===== config.mk =====
export PLATFORM = sky130hd
export DESIGN_NAME = spse_ram
export DESIGN_NICKNAME = d
export VERILOG_FILES = /design/src/design/spse_ram.sv
export SDC_FILE = /design/constraint.sdc
export NUM_CORES = 1
export LEC_CHECK = 0
export ABC_AREA = 1
export BUFFER_PORTS_ARGS = -buffer_cell sky130_fd_sc_hd__buf_2
export CORE_MARGIN = 2
export CORE_UTILIZATION = 40
export CTS_BUF_LIST = sky130_fd_sc_hd__clkbuf_8
export DETAILED_ROUTE_END_ITERATION = 7
export SKIP_LAST_GASP = 1
export SYNTH_ARGS = -nofsm -noshare
export SYNTH_HDL_FRONTEND = slang
export SYNTH_SLANG_ARGS = --single-unit

===== constraint.sdc =====
create_clock -name clock -period 1.6 [get_ports clock]
set_input_delay 0.32 -clock clock [delete_from_list [all_inputs] [get_ports clock]]
set_output_delay 0.32 -clock clock [all_outputs]
set_load 0.005 [all_outputs]

===== src/design/spse_ram.sv =====
// spse_ram: generic single write, single read memory with registered read
`default_nettype none
module spse_ram #(
   parameter int WIDTH = 8,
   parameter int DEPTH = 16
) (
   input  wire logic                     clock,
   input  wire logic                     wr_en,
   input  wire logic [$clog2(DEPTH)-1:0] wr_addr,
   input  wire logic [WIDTH-1:0]         wr_data,
   input  wire logic [$clog2(DEPTH)-1:0] rd_addr,
   output      logic [WIDTH-1:0]         rd_data
);
   logic [WIDTH-1:0] mem [DEPTH];

   always_ff @(posedge clock) begin
      if (wr_en) begin
         mem[wr_addr] <= wr_data;
      end
      rd_data <= mem[rd_addr];
   end
endmodule
`default_nettype wire


==> results of run 1 <==
[cell families after synthesis]
family / count (synthesis) / share of synthesized area
AND/OR/NAND/NOR: 289 / 0.210
flip-flops: 136 / 0.694
buffers and inverters: 126 / 0.0952
[per-layer routing]
layer	GRT usage	vias up	routed length, um	share of wire
li1	-	1859	-	-
met5	0	-	0	0
met4	0.0850	0	328	0.026
met3	0.0426	20	762	0.061
met2	0.277	128	5870	0.47
met1	0.245	1760	5440	0.44
[state kept, by name, indices dropped and copies added, names as in the netlist]
| name | cells |
|---|---|
| mem | 128 |
| rd_data | 8 |
[synthesized netlist by cell type]
library cell,n,share of area
buf_1,1,0.00065
buf_2,13,0.011
buf_4,4,0.0052
buf_6,6,0.012
dfxtp_1,8,0.028
edfxtp_1,128,0.67
inv_1,100,0.065
inv_2,2,0.0013
nand2_1,173,0.11
nand3_1,97,0.084
nand3b_1,2,0.0026
nor2_1,17,0.011
[cell usage in the layout (no fill, tap or decap), types with 6 or more instances in the layout]
master	count
nand2_1	173
edfxtp_1	128
inv_1	101
nand3_1	97
buf_2	25
buf_4	21
nor2_1	17
clkbuf_8	17
dfxtp_1	8
clkinv_2	6
[final timing paths]
path	from	endpoint	depth (start not counted)
worst min register to register	mem[15][6]	rd_data[6]	6
worst max-delay path	rd_data[2]	rd_data[2]	1
worst min-delay path	wr_data[4]	mem[9][4]	1
worst max register to register	mem[9][5]	rd_data[5]	6
[final cells by class]
| cell class | instances | area, sq um | share of cell area |
|---|---|---|---|
| Sequential cell | 136 | 4000 | 0.612 |
| Multi-Input combinational cell | 289 | 1210 | 0.186 |
| Inverter | 102 | 383 | 0.0586 |
| Timing Repair Buffer | 50 | 363 | 0.0555 |
| Clock buffer | 17 | 234 | 0.0358 |
| Tap cell | 180 | 225 | 0.0344 |
| Clock inverter | 14 | 116 | 0.0178 |
[metrics by stage]
step | utilization | hold WS [ns]
global placement | 0.442 | 0.651
floorplan | - | 0.419
global route | 0.467 | 0.272
detailed placement | 0.442 | 0.665
finish | 0.467 | 0.278
CTS | 0.467 | 0.249
[power by group]
part	total, mW	internal (mW)	switching [mW]
clock network	2.55	1.33	1.23
registers	4.01	3.98	0.0268
logic	0.490	0.158	0.332
total	7.05	5.46	1.59
==> metrics, run 1 <==
Avg Inst Size Synth approximately 10 sq um; setup slack of the most critical reg-to-reg path 0.58 ns; sink count of the clock tree roughly 140; residual overflow from global routing 0; Netlist Area Pre-Place between 5000 and 6000 sq um; Placement Setup Slack around 0.16 ns; biggest fanout along the worst timing path 1; DIE WIDTH approximately 120 um; Slowest Stage Delay on Critical Path roughly 0.38 ns; Net Count, Synth 569; first-pass GRT wire length 19,800 um; endpoint class of the critical path output port; number of antenna violations at the first check in global routing 0; Final Instance Area 6540 sq um; DIE AREA between 15,000 and 20,000 sq um; max-slew violation count 0; quantity of hold-fixing buffers added after cts 0; achievable frequency 0.783 GHz; worst slew pin tran 0.377 ns; io pins 26; total of max-cap violations 0; placer congestion estimate 0.802; smallest setup slack after layout 0.322 ns; cell total after placement 757; Startpoint Class flip-flop; Critical Path AT 0.96 ns; CTS tree built; final setup TNS 0 ns; GRT Util Overall 0.181; critical path type reg -> out; Detail Placement HPWL about 7900 um; final critical delay including setup and external delays around 1.3 ns; part of the cycle the worst path needs 0.799; share of layout cells above drive strength 1 0.128; CP top delay family flip-flops; master cell of the clock root buffer clkbuf_8; number of standard cells in the layout, taps in and fillers out 788; maximum clock skew at final layout ~0.0085 ns; number of global-route vias before repair 3,526; Max-slew headroom 0.749; clock-pin slew on the worst setup and hold paths 0.07 ns; sum of internal, switching and leakage power 7.05 mW; dpl cell area around 6200 sq um; Vias per Instance 4.78; # resized after CTS 0; worst hold path type in -> reg; Port-buffer cells 25; total iterations of the first detailed-routing run 5; final hold vios 0; cts bufs inserted 17; count of cell types in the netlist 12; number of synthesis warnings 0; maximum count of clock buffers along a single path 2; Worst Path Required roughly 1.3 ns; synthesized flop and latch total roughly 140; H-tree depth reported by CTS 4; layout filler cell count 1,312; area inside the core boundary 14,000 sq um; total via count in the routed design roughly 3,800; status complete, no violations; DRT antenna net count 0; ordered cell list for the critical path buf_2; Iteration-0 DRC Markers around 360; DRC violation count after routing 0; die outline height about 120 um; Mapped Cells roughly 550; count of antenna diodes in the layout 0; row count 43; initial standard-cell utilization of the core 0.412; synthesis-to-layout area growth 13.4%; RSZ-0062 raised after global routing false; power density over cell area 1080 nW/um^2; clk_lat worst skew 0.44 ns; largest net degree at the start of global routing 65; peak supply drop 548 uV; Net count, final roughly 610; Leak Pwr 2.85 nW; count of endpoints failing setup in the final report 0; average detailed-routed wire length per instance 15.7 um; postcts setup bufs 0; Critical path buffers and inverters 1; portion of the post-synthesis area used by sequential elements 0.694; final WL 12,400 um; master of the slowest instance on the critical path dfxtp_1
(Power assumes the default switching activity.)
==> run 2: changes to the inputs <==
==> constraint.sdc (replaced) <==
create_clock -name clock -period 1.3 [get_ports clock]
set_input_delay 0.26 -clock clock [delete_from_list [all_inputs] [get_ports clock]]
set_output_delay 0.26 -clock clock [all_outputs]
set_load 0.005 [all_outputs]
==> run 2 against run 1 <==
Effect of this change:
- sequential cell count did not move
- critical path depth unchanged
- die area unchanged
- sequential power is 23% higher
- global-route usage down 0.18 points
- combinational power up 26%
- core utilization about the same
- final area about the same
- sequential share of layout area about the same
- critical endpoint is now rd_data[7]
- highest routed layer unchanged
- register-to-register slack worse by 0.29 ns
==> metrics, run 2 (synthesized netlist as in run 1, its figures left out) <==
quantity of hold-fixing buffers added after cts 0 (unchanged); setup slack of the most critical reg-to-reg path 0.29 ns (was 0.58 ns); share of layout cells above drive strength 1 0.137 (was 0.128); CTS tree built (unchanged); Startpoint Class flip-flop (unchanged); layout filler cell count 1,290 (was 1,312); Largest Register mem (unchanged); fraction of met3 tracks used by global routing 0.0371 (was 0.0426); clock-pin slew on the worst setup and hold paths 0.07 ns (about the same); final WL 12,400 um (about the same); leading cell type in the layout, fill and taps excluded nand2_1 (unchanged); DIE WIDTH 124 um (unchanged); total via count in the routed design 3,798 (was 3,767); ordered cell list for the critical path buf_2 (unchanged); RSZ-0062 raised after global routing false (unchanged); worst hold path type in -> reg (unchanged); maximum count of clock buffers along a single path 2 (unchanged); cell total after placement 762 (was 757); sink count of the clock tree 136 (unchanged); part of the cycle the worst path needs 0.903; synthesis-to-layout area growth 13.5% (was 13.4%); storage element area 4000 sq um (unchanged); count of endpoints failing setup in the final report 0 (unchanged); Max-slew headroom 0.739 (was 0.749); Leak Pwr 2.87 nW (was 2.85 nW); Net count, final 619 (was 614); row count 43 (unchanged); cts bufs inserted 17 (unchanged); power density over cell area 1280 nW/um^2 (was 1080 nW/um^2); Vias per Instance 4.79 (was 4.78); GRT met1 Usage 0.236 (was 0.245); count of antenna diodes in the layout 0 (unchanged); Slowest Stage Delay on Critical Path 0.36 ns (was 0.38 ns); number of standard cells in the layout, taps in and fillers out 793 (was 788); Port-buffer cells 25 (unchanged); launch point of the worst hold path wr_data[4] (unchanged); residual overflow from global routing 0 (unchanged); total of max-cap violations 0 (unchanged); DRT antenna net count 0 (unchanged); fraction of the core area covered by cells at the end of the flow 0.468 (was 0.467); initial standard-cell utilization of the core 0.412 (unchanged); maximum clock skew at final layout 0.0105 ns (was 0.00849 ns); peak supply drop 513 uV (was 548 uV); critical path type reg -> out (unchanged); end of the worst register-to-register path rd_data[2] (was rd_data[5]); die outline height 124 um (unchanged); worst slew pin tran 0.391 ns (was 0.377 ns); final setup TNS 0 ns (unchanged); largest registers in the final layout mem x128, rd_data x8 (unchanged); largest net degree at the start of global routing 49 (was 65); Worst Path Required 1.04 ns (was 1.28 ns); final critical delay including setup and external delays between 1 and 1.5 ns; Detail Placement HPWL 8030 um (was 7920 um); worst flop-to-flop path startpoint mem[5][2] (was mem[9][5]); total iterations of the first detailed-routing run 4 (was 5); GRT Util Overall 0.180 (was 0.181); leading cell types in the layout, fill and taps excluded nand2_1, edfxtp_1, inv_1, nand3_1, buf_4 (was nand2_1, edfxtp_1, inv_1, nand3_1, buf_2); clk_lat worst skew 0.43 ns (was 0.44 ns); Iteration-0 DRC Markers 276 (was 362); Critical path buffers and inverters 1 (unchanged); io pins 26 (unchanged); master cell of the clock root buffer clkbuf_8 (unchanged); first-pass GRT wire length 19,700 um (was 19,800 um); placer congestion estimate 0.854 (was 0.802); endpoint class of the critical path output port (unchanged); endpoint with the worst hold slack mem[10][4] (was mem[9][4]); biggest fanout along the worst timing path 1 (unchanged); global-route track usage on met2 0.283 (was 0.277); H-tree depth reported by CTS 4 (unchanged); DRC violation count after routing 0 (unchanged); multi-input gate area in the final layout 1210 sq um (unchanged); max-slew violation count 0 (unchanged); area inside the core boundary 14,000 sq um (unchanged); CP top delay family flip-flops (unchanged); worst reg-to-reg path cell count 6 (unchanged); Critical Path AT 0.91 ns (was 0.96 ns); status complete, no violations (unchanged); final hold vios 0 (unchanged); worst hold stages 1 (unchanged); DIE AREA 15,400 sq um (unchanged); number of global-route vias before repair 3,594 (was 3,526); achievable frequency 0.852 GHz; average detailed-routed wire length per instance 15.6 um (was 15.7 um); master of the slowest instance on the critical path dfxtp_1 (unchanged); number of antenna violations at the first check in global routing 0 (unchanged); # resized after CTS 0 (unchanged); postcts setup bufs 0 (unchanged); most congested layer reported by global routing met2 (unchanged); number of flip-flops in the largest register 128 (unchanged)
==> run 2: cell types whose count changed in the layout (fill, tap and decap cells not counted), sizes merged <==
cell,change
inv,+3
clkinv,-3
bufinv,-2
clkbuf,+1
buf,+5
clkinvlp,+1
==> run 2: layout make-up <==
| type | instances | area share |
|---|---|---|
| Sequential cell | 136 | 0.612 |
| Multi-Input combinational cell | 289 | 0.186 |
| Clock buffer | 18 | 0.0379 |
| Tap cell | 180 | 0.0344 |
| Inverter | 102 | 0.0585 |
| Clock inverter | 13 | 0.0105 |
| Timing Repair Buffer | 55 | 0.0612 |
==> run 2: worst max-delay path by stage <==
stage	from	slack, ns	cells past startpoint	end
floorplan	wr_addr[3]	0.09	2	mem[4][0]
global placement	rd_addr[0]	-0.06	8	rd_data[7]
detailed placement	rd_addr[0]	-0.08	8	rd_data[7]
CTS	rd_data[3]	0.09	1	rd_data[3]
global route	rd_data[7]	0.08	1	rd_data[7]
finish	rd_data[7]	0.13	1	rd_data[7]
==> run 2: per-layer routing <==
metal | vias to the layer above | part of all wire
li1 | 1869 | -
met1 | 1817 | 0.44
met2 | 90 | 0.48
met3 | 22 | 0.047
met4 | 0 | 0.032
met5 | - | 0
==> run 2: power breakdown <==
group | leakage, nW | internal (mW) | total [mW] | switching, mW
combinational | 1.46 | 0.204 | 0.618 | 0.414
sequential | 1.22 | 4.90 | 4.93 | 0.0305
clock | 0.179 | 1.31 | 2.80 | 1.50
total | 2.87 | 6.41 | 8.35 | 1.94
==> run 2: per-stage QoR <==
step	instance area [sq um]	hold slack, ns	setup slack, ns	total power [mW]
6_report	6540	0.232	0.126	8.35
5_1_grt	6540	0.221	0.0781	8.69
4_1_cts	6540	0.212	0.0941	8.41
3_5_place_dp	6230	0.640	-0.0765	5.65
3_3_place_gp	6230	0.639	-0.0629	5.64
2_1_floorplan	5770	0.359	0.0892	5.37
